==> config.mk <==
export PLATFORM = sky130hd
export DESIGN_NAME = running_mean_variance_minmax
export DESIGN_NICKNAME = d
export VERILOG_FILES = /design/src/rtl/core/rmv_pkg.sv /design/src/rtl/core/rmv_alu.sv /design/src/rtl/core/rmv_core.sv /design/src/rtl/core/running_mean_variance_minmax.sv
export SDC_FILE = /design/constraint.sdc
export NUM_CORES = 2
export LEC_CHECK = 0
export ABC_AREA = 0
export BUFFER_PORTS_ARGS = -buffer_cell sky130_fd_sc_hd__buf_2
export CORE_MARGIN = 2
export CORE_UTILIZATION = 45
export DETAILED_ROUTE_END_ITERATION = 8
export GPL_TIMING_DRIVEN = 0
export PLACE_DENSITY = 0.72
export SLEW_MARGIN = 5
export SYNTH_ARGS = -nofsm -noshare
export SYNTH_HDL_FRONTEND = slang
export SYNTH_SLANG_ARGS = --single-unit
==> constraint.sdc <==
create_clock -name clk_i -period 35.1 [get_ports clk_i]
set_input_delay 1.755 -clock clk_i [delete_from_list [all_inputs] [get_ports clk_i]]
set_output_delay 1.755 -clock clk_i [all_outputs]
set_load 0.1 [all_outputs]
==> src/rtl/core/rmv_pkg.sv <==
// ----------------------------------------------------------------------------
// rmv_pkg
// Shared types and constants for the running mean / variance / min-max block.
// ----------------------------------------------------------------------------
package rmv_pkg;

  localparam int unsigned SampleW = 32;
  localparam int unsigned CountW  = 32;
  localparam int unsigned MeanW   = SampleW + 16;
  localparam int unsigned MagW    = MeanW + 1;
  localparam int unsigned SqW     = 64;
  localparam int unsigned VarW    = 63;
  localparam int unsigned AluW    = 66;
  localparam int unsigned StepW   = 6;
  localparam int unsigned OutDataW = 224;

  typedef enum logic [3:0] {
    StIdle,
    StDiff,
    StMag,
    StDiv,
    StMsub,
    StMul,
    StAcc,
    StMean,
    StVdiv,
    StSqrt,
    StDone
  } rmv_state_e;

  typedef struct packed {
    logic [CountW-1:0]  count;
    logic [SampleW-1:0] mean;
    logic [VarW-1:0]    variance;
    logic [31:0]        std_dev;
    logic [SampleW-1:0] smallest;
    logic [SampleW-1:0] largest;
  } rmv_result_t;

endpackage

==> src/rtl/core/rmv_alu.sv <==
// ----------------------------------------------------------------------------
// rmv_alu
// Shared add/subtract unit. Carry out of a subtract is set when a >= b.
// ----------------------------------------------------------------------------
module rmv_alu (
  input  logic [rmv_pkg::AluW-1:0] a_i,
  input  logic [rmv_pkg::AluW-1:0] b_i,
  input  logic                     sub_i,
  output logic [rmv_pkg::AluW:0]   res_o
);
  import rmv_pkg::*;

  logic [AluW-1:0] b_op;

  assign b_op  = sub_i ? ~b_i : b_i;
  assign res_o = {1'b0, a_i} + {1'b0, b_op} + {{AluW{1'b0}}, sub_i};

endmodule

==> src/rtl/core/rmv_core.sv <==
// ----------------------------------------------------------------------------
// rmv_core
// Sequencer and state: Welford update, variance divide and square root, all
// through one shared add/subtract unit.
// ----------------------------------------------------------------------------
module rmv_core (
  input  logic                       clk_i,
  input  logic                       rst_ni,
  input  logic                       in_valid_i,
  output logic                       in_ready_o,
  input  logic                       in_mode_i,
  input  logic [rmv_pkg::SampleW-1:0] in_sample_i,
  output logic                       res_valid_o,
  input  logic                       res_ready_i,
  output rmv_pkg::rmv_result_t       res_o
);
  import rmv_pkg::*;

  rmv_state_e state_q, state_d;

  logic [CountW-1:0]  cnt_q, cnt_d;
  logic [MeanW-1:0]   mean_q, mean_d;
  logic [SqW-1:0]     m2_q, m2_d;
  logic [SampleW-1:0] min_q, min_d, max_q, max_d;
  logic [SampleW-1:0] x_q, x_d;
  logic               neg_q, neg_d;
  logic [MagW-1:0]    mag_q, mag_d;
  logic [SqW-1:0]     wa_q, wa_d;
  logic [33:0]        rem_q, rem_d;
  logic [CountW-1:0]  dvs_q, dvs_d;
  logic [MagW:0]      ph_q, ph_d;
  logic [MagW-1:0]    pl_q, pl_d;
  logic [VarW-1:0]    var_q, var_d;
  logic [31:0]        root_q, root_d;
  logic [StepW-1:0]   step_q, step_d;

  logic [AluW-1:0] alu_a, alu_b;
  logic            alu_sub;
  logic [AluW:0]   alu_res;

  logic [MeanW-1:0] xs;
  logic             div_bit, ge;
  logic [MagW:0]    mul_t;
  logic [SqW-1:0]   inc, vquo;

  rmv_alu u_alu (
    .a_i  (alu_a),
    .b_i  (alu_b),
    .sub_i(alu_sub),
    .res_o(alu_res)
  );

  assign xs      = {x_q, 16'b0};
  assign ge      = alu_res[AluW];
  assign div_bit = (state_q == StVdiv) ? wa_q[SqW-1] : wa_q[MagW-1];

  always_comb begin
    state_d = state_q;
    cnt_d   = cnt_q;
    mean_d  = mean_q;
    m2_d    = m2_q;
    min_d   = min_q;
    max_d   = max_q;
    x_d     = x_q;
    neg_d   = neg_q;
    mag_d   = mag_q;
    wa_d    = wa_q;
    rem_d   = rem_q;
    dvs_d   = dvs_q;
    ph_d    = ph_q;
    pl_d    = pl_q;
    var_d   = var_q;
    root_d  = root_q;
    step_d  = step_q;
    alu_a   = '0;
    alu_b   = '0;
    alu_sub = 1'b0;
    mul_t   = '0;
    inc     = '0;
    vquo    = '0;
    in_ready_o  = 1'b0;
    res_valid_o = 1'b0;

    case (state_q)
      StIdle: begin
        in_ready_o = 1'b1;
        if (in_valid_i) begin
          if (in_mode_i || cnt_q == '0) begin
            cnt_d   = {{(CountW-1){1'b0}}, 1'b1};
            mean_d  = {in_sample_i, 16'b0};
            m2_d    = '0;
            min_d   = in_sample_i;
            max_d   = in_sample_i;
            var_d   = '0;
            root_d  = '0;
            state_d = StDone;
          end else begin
            x_d   = in_sample_i;
            cnt_d = (&cnt_q) ? cnt_q : cnt_q + 1'b1;
            dvs_d = cnt_d;
            if ($signed(in_sample_i) < $signed(min_q)) min_d = in_sample_i;
            if ($signed(max_q) < $signed(in_sample_i)) max_d = in_sample_i;
            state_d = StDiff;
          end
        end
      end
      StDiff: begin
        alu_a   = {{(AluW-MeanW){xs[MeanW-1]}}, xs};
        alu_b   = {{(AluW-MeanW){mean_q[MeanW-1]}}, mean_q};
        alu_sub = 1'b1;
        neg_d   = alu_res[AluW-1];
        state_d = StMag;
      end
      StMag: begin
        alu_a   = neg_q ? {{(AluW-MeanW){mean_q[MeanW-1]}}, mean_q}
                        : {{(AluW-MeanW){xs[MeanW-1]}}, xs};
        alu_b   = neg_q ? {{(AluW-MeanW){xs[MeanW-1]}}, xs}
                        : {{(AluW-MeanW){mean_q[MeanW-1]}}, mean_q};
        alu_sub = 1'b1;
        mag_d   = alu_res[MagW-1:0];
        wa_d    = {{(SqW-MagW){1'b0}}, alu_res[MagW-1:0]};
        rem_d   = '0;
        step_d  = '0;
        state_d = StDiv;
      end
      StDiv, StVdiv: begin
        // restoring divide, one quotient bit per cycle
        alu_a   = {{(AluW-33){1'b0}}, rem_q[31:0], div_bit};
        alu_b   = {{(AluW-CountW){1'b0}}, dvs_q};
        alu_sub = 1'b1;
        rem_d   = {2'b0, ge ? alu_res[31:0] : alu_a[31:0]};
        wa_d    = {wa_q[SqW-2:0], ge};
        step_d  = step_q + 1'b1;
        if (state_q == StDiv && step_q == StepW'(MagW-1)) begin
          state_d = StMsub;
        end else if (state_q == StVdiv && step_q == StepW'(SqW-1)) begin
          vquo    = {wa_q[SqW-2:0], ge};
          var_d   = vquo[SqW-1] ? {VarW{1'b1}} : vquo[VarW-1:0];
          wa_d    = {1'b0, var_d};
          rem_d   = '0;
          root_d  = '0;
          step_d  = '0;
          state_d = StSqrt;
        end
      end
      StMsub: begin
        alu_a   = {{(AluW-MagW){1'b0}}, mag_q};
        alu_b   = {{(AluW-MagW){1'b0}}, wa_q[MagW-1:0]};
        alu_sub = 1'b1;
        pl_d    = alu_res[MagW-1:0];
        ph_d    = '0;
        step_d  = '0;
        state_d = StMul;
      end
      StMul: begin
        // shift-add multiply, one multiplier bit per cycle
        alu_a  = {{(AluW-MagW-1){1'b0}}, ph_q};
        alu_b  = {{(AluW-MagW){1'b0}}, mag_q};
        mul_t  = pl_q[0] ? alu_res[MagW:0] : ph_q;
        ph_d   = {1'b0, mul_t[MagW:1]};
        pl_d   = {mul_t[0], pl_q[MagW-1:1]};
        step_d = step_q + 1'b1;
        if (step_q == StepW'(MagW-1)) state_d = StAcc;
      end
      StAcc: begin
        // product >> 32, saturated to 64 bits
        inc     = (|ph_q[MagW-1:MagW-2]) ? {SqW{1'b1}}
                                         : {ph_q[MagW-3:0], pl_q[MagW-1:32]};
        alu_a   = {{(AluW-SqW){1'b0}}, m2_q};
        alu_b   = {{(AluW-SqW){1'b0}}, inc};
        m2_d    = alu_res[SqW] ? {SqW{1'b1}} : alu_res[SqW-1:0];
        state_d = StMean;
      end
      StMean: begin
        alu_a   = {{(AluW-MeanW){mean_q[MeanW-1]}}, mean_q};
        alu_b   = {{(AluW-MagW){1'b0}}, wa_q[MagW-1:0]};
        alu_sub = neg_q;
        mean_d  = alu_res[MeanW-1:0];
        wa_d    = m2_q;
        rem_d   = '0;
        dvs_d   = cnt_q - 1'b1;
        step_d  = '0;
        state_d = StVdiv;
      end
      StSqrt: begin
        // digit-by-digit root, two radicand bits per cycle
        alu_a   = {{(AluW-35){1'b0}}, rem_q[32:0], wa_q[SqW-1:SqW-2]};
        alu_b   = {{(AluW-34){1'b0}}, root_q, 2'b01};
        alu_sub = 1'b1;
        rem_d   = ge ? alu_res[33:0] : alu_a[33:0];
        root_d  = {root_q[30:0], ge};
        wa_d    = {wa_q[SqW-3:0], 2'b00};
        step_d  = step_q + 1'b1;
        if (step_q == StepW'(31)) state_d = StDone;
      end
      StDone: begin
        res_valid_o = 1'b1;
        if (res_ready_i) state_d = StIdle;
      end
      default: state_d = StIdle;
    endcase
  end

  assign res_o.count    = cnt_q;
  assign res_o.mean     = mean_q[MeanW-1:16];
  assign res_o.variance = var_q;
  assign res_o.std_dev  = root_q;
  assign res_o.smallest = min_q;
  assign res_o.largest  = max_q;

  always_ff @(posedge clk_i or negedge rst_ni) begin
    if (!rst_ni) begin
      state_q <= StIdle;
      cnt_q   <= '0;
      mean_q  <= '0;
      m2_q    <= '0;
      min_q   <= '0;
      max_q   <= '0;
    end else begin
      state_q <= state_d;
      cnt_q   <= cnt_d;
      mean_q  <= mean_d;
      m2_q    <= m2_d;
      min_q   <= min_d;
      max_q   <= max_d;
    end
  end

  always_ff @(posedge clk_i) begin
    x_q    <= x_d;
    neg_q  <= neg_d;
    mag_q  <= mag_d;
    wa_q   <= wa_d;
    rem_q  <= rem_d;
    dvs_q  <= dvs_d;
    ph_q   <= ph_d;
    pl_q   <= pl_d;
    var_q  <= var_d;
    root_q <= root_d;
    step_q <= step_d;
  end

endmodule

==> src/rtl/core/running_mean_variance_minmax.sv <==
// ----------------------------------------------------------------------------
// running_mean_variance_minmax
// Welford running count, mean, variance, std deviation, min and max.
//
//   channel  dir  tdata fields (low bit up)                         tuser
//   s_axis   in   sample[31:0]                                      mode
//   m_axis   out  count, mean, variance(63), std_dev, min, max, pad -
//
// An add request runs 49 divide steps for the mean correction, 49 shift-add
// multiply steps, 64 variance divide steps and 32 square root steps, all on
// one shared add/subtract unit.
// A start request (or an add on an empty series) goes straight to the result.
// Reset zeroes count, mean, min and max. A new request is taken only when
// the sequencer is idle; a finished result waits in the output register.
// ----------------------------------------------------------------------------
module running_mean_variance_minmax (
  input  logic        clk_i,
  input  logic        rst_ni,
  input  logic        s_axis_tvalid_i,
  output logic        s_axis_tready_o,
  input  logic [31:0] s_axis_tdata_i,   // sample[31:0]
  input  logic [0:0]  s_axis_tuser_i,   // mode
  output logic        m_axis_tvalid_o,
  input  logic        m_axis_tready_i,
  // sample_count[31:0], running_mean[63:32], sample_variance[126:64],
  // std_deviation[158:127], smallest_sample[190:159], largest_sample[222:191]
  output logic [rmv_pkg::OutDataW-1:0] m_axis_tdata_o
);
  import rmv_pkg::*;

  logic        res_valid, res_ready;
  rmv_result_t res;
  logic        ovalid_q, ovalid_d;
  logic [OutDataW-1:0] odata_q;

  rmv_core u_core (
    .clk_i      (clk_i),
    .rst_ni     (rst_ni),
    .in_valid_i (s_axis_tvalid_i),
    .in_ready_o (s_axis_tready_o),
    .in_mode_i  (s_axis_tuser_i[0]),
    .in_sample_i(s_axis_tdata_i),
    .res_valid_o(res_valid),
    .res_ready_i(res_ready),
    .res_o      (res)
  );

  assign res_ready = !ovalid_q || m_axis_tready_i;
  assign ovalid_d  = res_valid || (ovalid_q && !m_axis_tready_i);

  always_ff @(posedge clk_i or negedge rst_ni) begin
    if (!rst_ni) begin
      ovalid_q <= 1'b0;
    end else begin
      ovalid_q <= ovalid_d;
    end
  end

  always_ff @(posedge clk_i) begin
    if (res_valid && res_ready) begin
      odata_q <= {1'b0, res.largest, res.smallest, res.std_dev, res.variance,
                  res.mean, res.count};
    end
  end

  assign m_axis_tvalid_o = ovalid_q;
  assign m_axis_tdata_o  = odata_q;

endmodule
# Word level (Yosys, flattened, before mapping)
# Cells that the tools add are included.
dict set report word_totals {
  regBits 847
  inputBits 37
  output_inout_bits 226
  wordCells 148
}
dict set report classes {
  n_addsub 5
  order_cmp 2
  eq_ne 22
  n_mux 59
  n_bitwise 2
  reduce_logical 39
}
# cell n
set ops {}
lappend ops {{one-hot mux 66 bit (8 select lines)} 1}
lappend ops {{one-hot mux 66 bit (7 select lines)} 1}
lappend ops {{2-to-1 mux 32 bit} 14}
lappend ops {{2-to-1 mux 64 bit} 6}
lappend ops {{2-to-1 mux 63 bit} 5}
lappend ops {{one-hot mux 64 bit (4 select lines)} 1}
lappend ops {{2-to-1 mux 66 bit} 3}
lappend ops {{one-hot mux 64 bit (2 select lines)} 1}
lappend ops {{one-hot mux 63 bit (2 select lines)} 1}
lappend ops {{one-hot mux 50 bit (2 select lines)} 1}
lappend ops {{one-hot mux 33 bit (3 select lines)} 1}
lappend ops {{one-hot mux 49 bit (2 select lines)} 1}
lappend ops {{2-to-1 mux 48 bit} 2}
lappend ops {{one-hot mux 32 bit (3 select lines)} 1}
lappend ops {{one-hot mux 48 bit (2 select lines)} 1}
lappend ops {{adder 66 x 66 -> 67 bit} 1}
lappend ops {{adder 67 x 1 -> 67 bit} 1}
lappend ops {{2-to-1 mux 33 bit} 2}
lappend ops {{inverter 66 bit} 1}
lappend ops {{less-than comparator 32 bit} 2}
lappend ops {{one-hot mux 32 bit (2 select lines)} 1}
lappend ops {{2-to-1 mux 50 bit} 1}
lappend ops {{one-hot mux 4 bit (10 select lines)} 1}
lappend ops {{adder 32 x 1 -> 32 bit (second input constant)} 1}
lappend ops {{other kinds (32)} 78}

# Longest topological paths before layout
dict set report depth {
  ltp_word 11
  mapped_depth 24
}

# Modules after synthesis
# From an unflattened synthesis, not the netlist that was laid out.
dict set report hier_totals {
  hier_cells 4074
  area_unflattened_um2 43340.3
}
# mod instances cells_each area_each_um2
set modules_own_cells {}
lappend modules_own_cells {rmv_core 1 3161 31998.2}
lappend modules_own_cells {running_mean_variance_minmax 1 229 6761.5}
lappend modules_own_cells {rmv_alu 1 684 4580.6}

# Worst setup path before layout
# No wires, ideal clock.
dict set report synth_path {
  path_kind {input port to flip-flop}
  start {in m_axis_tready_i}
  end {reg odata_q[0] (netlist: m_axis_tdata_o[0]), enable pin}
  setup_ps 1080
  t_arrival_ps 16810
  t_required_ps 34020
  slack_ps 17211
  path_stages 2
  n_path_buf 0
  path_cell_list {nor2b_1 > nor3_1}
}
dict set report synth_between {
  elab_chain_cells 2
}
# element line_no
set synth_lines {}
lappend synth_lines {{start: declaration} running_mean_variance_minmax.sv:24} ;# input logic m_axis_tready_i,
lappend synth_lines {{logical OR 1 bit} running_mean_variance_minmax.sv:48} ;# assign res_ready = !ovalid_q || m_axis_tready_i;
lappend synth_lines {{logical AND 1 bit} running_mean_variance_minmax.sv:60} ;# if (res_valid && res_ready) begin
lappend synth_lines {{end signal: assignment} running_mean_variance_minmax.sv:61} ;# odata_q <= {1'b0, res.largest, res.smallest, res.std_dev, res.variance,
lappend synth_lines {{end: declaration} running_mean_variance_minmax.sv:34} ;# logic [OutDataW-1:0] odata_q;
# Every way passes these cells.
# A chain may end at the register's enable or synchronous reset.

# Final worst setup path
dict set report layout_path {
  start {reg u_core.state_q[3]}
  end {reg u_core.rem_q[1], data pin}
}
dict set report layout_between {
  elab_chain_cells 11
}
# element line_no
set layout_lines {}
lappend layout_lines {{start: declaration} rmv_core.sv:19} ;# rmv_state_e state_q, state_d;
lappend layout_lines {{start signal: assignment} rmv_core.sv:213} ;# state_q <= StIdle;
lappend layout_lines {{start signal: assignment} rmv_core.sv:220} ;# state_q <= state_d;
lappend layout_lines {{== test 4 x 3 -> 1 bit (tied with other cells)} rmv_core.sv:84} ;# case (state_q)
lappend layout_lines {{OR reduction 2 bit, on equally long branches} n/a}
lappend layout_lines {{one-hot mux 66 bit (7 select lines)} rmv_core.sv:84}
lappend layout_lines {{inverter 66 bit} rmv_alu.sv:15} ;# assign b_op = sub_i ? ~b_i : b_i;
lappend layout_lines {{2-to-1 mux 66 bit} rmv_alu.sv:15}
lappend layout_lines {{adder 66 x 66 -> 67 bit} rmv_alu.sv:16} ;# assign res_o = {1'b0, a_i} + {1'b0, b_op} + {{AluW{1'b0}}, sub_i};
lappend layout_lines {{adder 67 x 1 -> 67 bit} rmv_alu.sv:16}
lappend layout_lines {{2-to-1 mux 32 bit} rmv_core.sv:131} ;# rem_d = {2'b0, ge ? alu_res[31:0] : alu_a[31:0]};
lappend layout_lines {{2-to-1 mux 32 bit} rmv_core.sv:136} ;# end else if (state_q == StVdiv && step_q == StepW'(SqW-1)) begin
lappend layout_lines {{2-to-1 mux 33 bit} rmv_core.sv:134} ;# if (state_q == StDiv && step_q == StepW'(MagW-1)) begin
lappend layout_lines {{one-hot mux 33 bit (3 select lines) (*)} rmv_core.sv:84}
lappend layout_lines {{via u_core.rem_d[1]} rmv_core.sv:29} ;# logic [33:0] rem_q, rem_d;
lappend layout_lines {{end signal: assignment} rmv_core.sv:234} ;# rem_q <= rem_d;
lappend layout_lines {{end: declaration} rmv_core.sv:29}
# The timed path passes the listed nets; every way through them passes the cells marked *.

==> flow_summary.toml <==
[outcome]
status = "complete, but fails checks"
violations = "DRC, capacitance limit, slew limit"

[floorplan]
die_area_um2 = 99300
num_rows = 114
start_util = 0.452
die_h_um = 315
die_w_um = 315
io-pin-count = 263
core_um2 = 96300

[grt]
grt_max_degree = 110
antenna_found_initial = 5
globalRouteOverflowTotal = 0
grt_first_pass_wirelength_um = 250000
grt.total_usage = 0.351
grt_pass1_vias = 34600

[synthesis]
syn_nets = 4303
synth_warnings = 0
yosysSeqAreaShare = 0.559
synth_flop_cell = "edfxtp_1"
ys_async_sr_fraction = 0.252
syn_avg_cell_area_um2 = 10.5
ys_types = 85
syn_inst = 4134
synth-seq-cells = 846
synth-edff-count = 633
syn_area_um2 = 43500

[setup_path]
critPathMaxFanout = 10
cp-start-kind = "flip-flop"
cpMaxStageDelayCell = "a21oi_1"
crit_arrival_ps = 9500
cp-end-kind = "flip-flop"
cp_top_family = "buffers and inverters"
worst-setup-path-type = "flip-flop to flip-flop"
crit_buf_inv = 7
crit_top_cell = "clkbuf_1"
crit_chain = "buf_2, clkbuf_1, nand2_1, a21oi_1, clkbuf_1, clkbuf_1, nand2_1, nand3_1, ha_1, clkbuf_1, a21oi_1, o211ai_1, a21oi_1, o31ai_1, o2111ai_1, nand3_1, a221o_1, buf_2, clkbuf_1, o21ai_0"
max_stage_delay_ps = 1040
cp.required_ps = 35450

[finish]
syn2layout_area_growth_pct = 15.4
layout_common_cells = "edfxtp_1, nand2_1, nor2_1"
nets = 4699
mostFrequentLayoutCell = "edfxtp_1"
stdcell_count = 5887
final_layout_size_suffix_gt1_frac = 0.121
final_core_util = 0.522
fill_cells = 8619

[placement]
hpwl_um = 137000
gp_congestion = 1.03
port_buffers = 261
preCtsSetupSlack_ps = 26660
place_inst = 5712

[cts]
cts.sinks = 846
cts_tree = "done"
hold_buffers = 0
cts_buffers = 92
worstSkewPairLatency_ps = 700
postCtsSetupBuffers = 0
clk_pin_slew_ps = 60
cts.path.max_buffers = 3
cts-root-buf = "clkbuf_16"
cts_max_level = 3
cts_resized = 0

[detailed_routing]
vias_per_cell = 6.29
dr.pass1.iters = 9
wl_um = 176000
initialDrtViolationCount = 5908
avgRoutedWirePerCell_um = 30.0
drc = 15
ant_nets = 0
route.vias.total = 37000

[sta]
slew_headroom = -0.00629
timing.final.crit_share = 0.261
final.setup.tns_ps = 0
finalMaxSlewViolations = 1
worst_slack_ps = 25950
period_needed_ps = 9150
hold_violations = 0
rsz0062_at_grt = "false"
setup_viol = 0
tightest_slew_ps = 1500
skew_ps = 38.6
max_freq_mhz = 109

[min_path]
min_path_type = "flip-flop to flip-flop"

[job]
cap_viol_max_count = 2
==> kinds of logic (layout without fill, tap and decap cells) <==
| group | count (synthesis) | after routing | synth area share |
|---|---|---|---|
| AO/OA/AOI/OAI | 1086 | 1086 | 0.163 |
| XOR/XNOR | 133 | 133 | 0.0274 |
| adder cells (fa/ha/maj) | 132 | 132 | 0.0381 |
| buffers and inverters | 399 | 874 | 0.0354 |
| flip-flops | 846 | 846 | 0.559 |
| multiplexers | 152 | 152 | 0.0360 |
| other | 1 | 3 | 0.0000861 |
| AND/OR/NAND/NOR | 1385 | 1385 | 0.141 |
==> metal layers <==
layer | track usage | wire length (µm) | up-vias
met5 | 0 | 47 | -
met4 | 0.190 | 10800 | 8
met3 | 0.0833 | 21300 | 443
met2 | 0.503 | 73300 | 2457
met1 | 0.492 | 70900 | 18000
li1 | - | - | 16100
==> flip-flops by register name (all words and copies together), names as in the netlist, 33 cells and up <==
| name | cells |
|---|---|
| m_axis_tdata_o | 223 |
| u_core.m2_q | 64 |
| u_core.wa_q | 64 |
| u_core.var_q | 63 |
| u_core.mag_q | 49 |
| u_core.ph_q | 49 |
| u_core.pl_q | 49 |
| u_core.mean_q | 48 |
| u_core.rem_q | 33 |
==> per-stage QoR <==
step	cell area, µm²	hold slack, ps
3_3_place_gp	46400	404
6_report	50300	407
3_5_place_dp	47000	405
4_1_cts	50300	406
2_1_floorplan	43500	400
5_1_grt	50300	421
==> worst register-to-register path, cell delays in order, from the launching register on <==
cell and delay [ps]:
dfrtp_1 320, buf_2 180, clkbuf_1 400, nand2_1 180, a21oi_1 1040, clkbuf_1 910, clkbuf_1 860, nand2_1 150
nand3_1 140, ha_1 140, clkbuf_1 270, a21oi_1 200, o211ai_1 240, a21oi_1 140, o31ai_1 830, o2111ai_1 540
nand3_1 350, a221o_1 400, buf_2 420, clkbuf_1 740, o21ai_0 360
==> cell usage after synthesis (62+ instances only) <==
cell,instances,share of area
edfxtp_1,633,0.44
ha_1,131,0.038
nor2_1,368,0.032
o21ai_0,282,0.032
xor2_1,81,0.016
a221oi_1,68,0.014
nand2_1,600,0.052
mux2i_1,115,0.026
and3_1,62,0.0089
nand3_1,127,0.015
inv_1,107,0.0092
dfrtp_1,213,0.12
a21oi_1,243,0.028
a22oi_1,98,0.017
a21o_1,67,0.012
clkbuf_1,241,0.021
==> final timing paths <==
path	slack, ps	to	cells past startpoint	start
min in group asynchronous	870	u_core.m2_q[63]	1	rst_ni
worst max register to register	25950	u_core.rem_q[1]	20	u_core.state_q[3]
worst max-delay path	25950	u_core.rem_q[1]	20	u_core.state_q[3]
worst min register to register	410	m_axis_tdata_o[66]	0	u_core.var_q[2]
worst min-delay path	410	m_axis_tdata_o[66]	0	u_core.var_q[2]
max in group asynchronous	33350	u_core.cnt_q[16]	2	rst_ni
==> final cells by class <==
| class | instances | area (µm²) | area share |
|---|---|---|---|
| flip-flops and latches | 846 | 24300 | 0.484 |
| multi-input cells | 2889 | 17700 | 0.353 |
| clock buffers | 110 | 2470 | 0.0492 |
| repair buffers | 302 | 1850 | 0.0368 |
| well taps | 1276 | 1600 | 0.0318 |
| plain buffers | 292 | 1140 | 0.0227 |
| clock inverters | 63 | 734 | 0.0146 |
| inverters | 107 | 402 | 0.00799 |
| diodes | 2 | 5.00 | 0.0000996 |
Power is left out: the tool's default activity adds up to more than one toggle a clock period on the data nets, which glitch-free logic cannot reach.
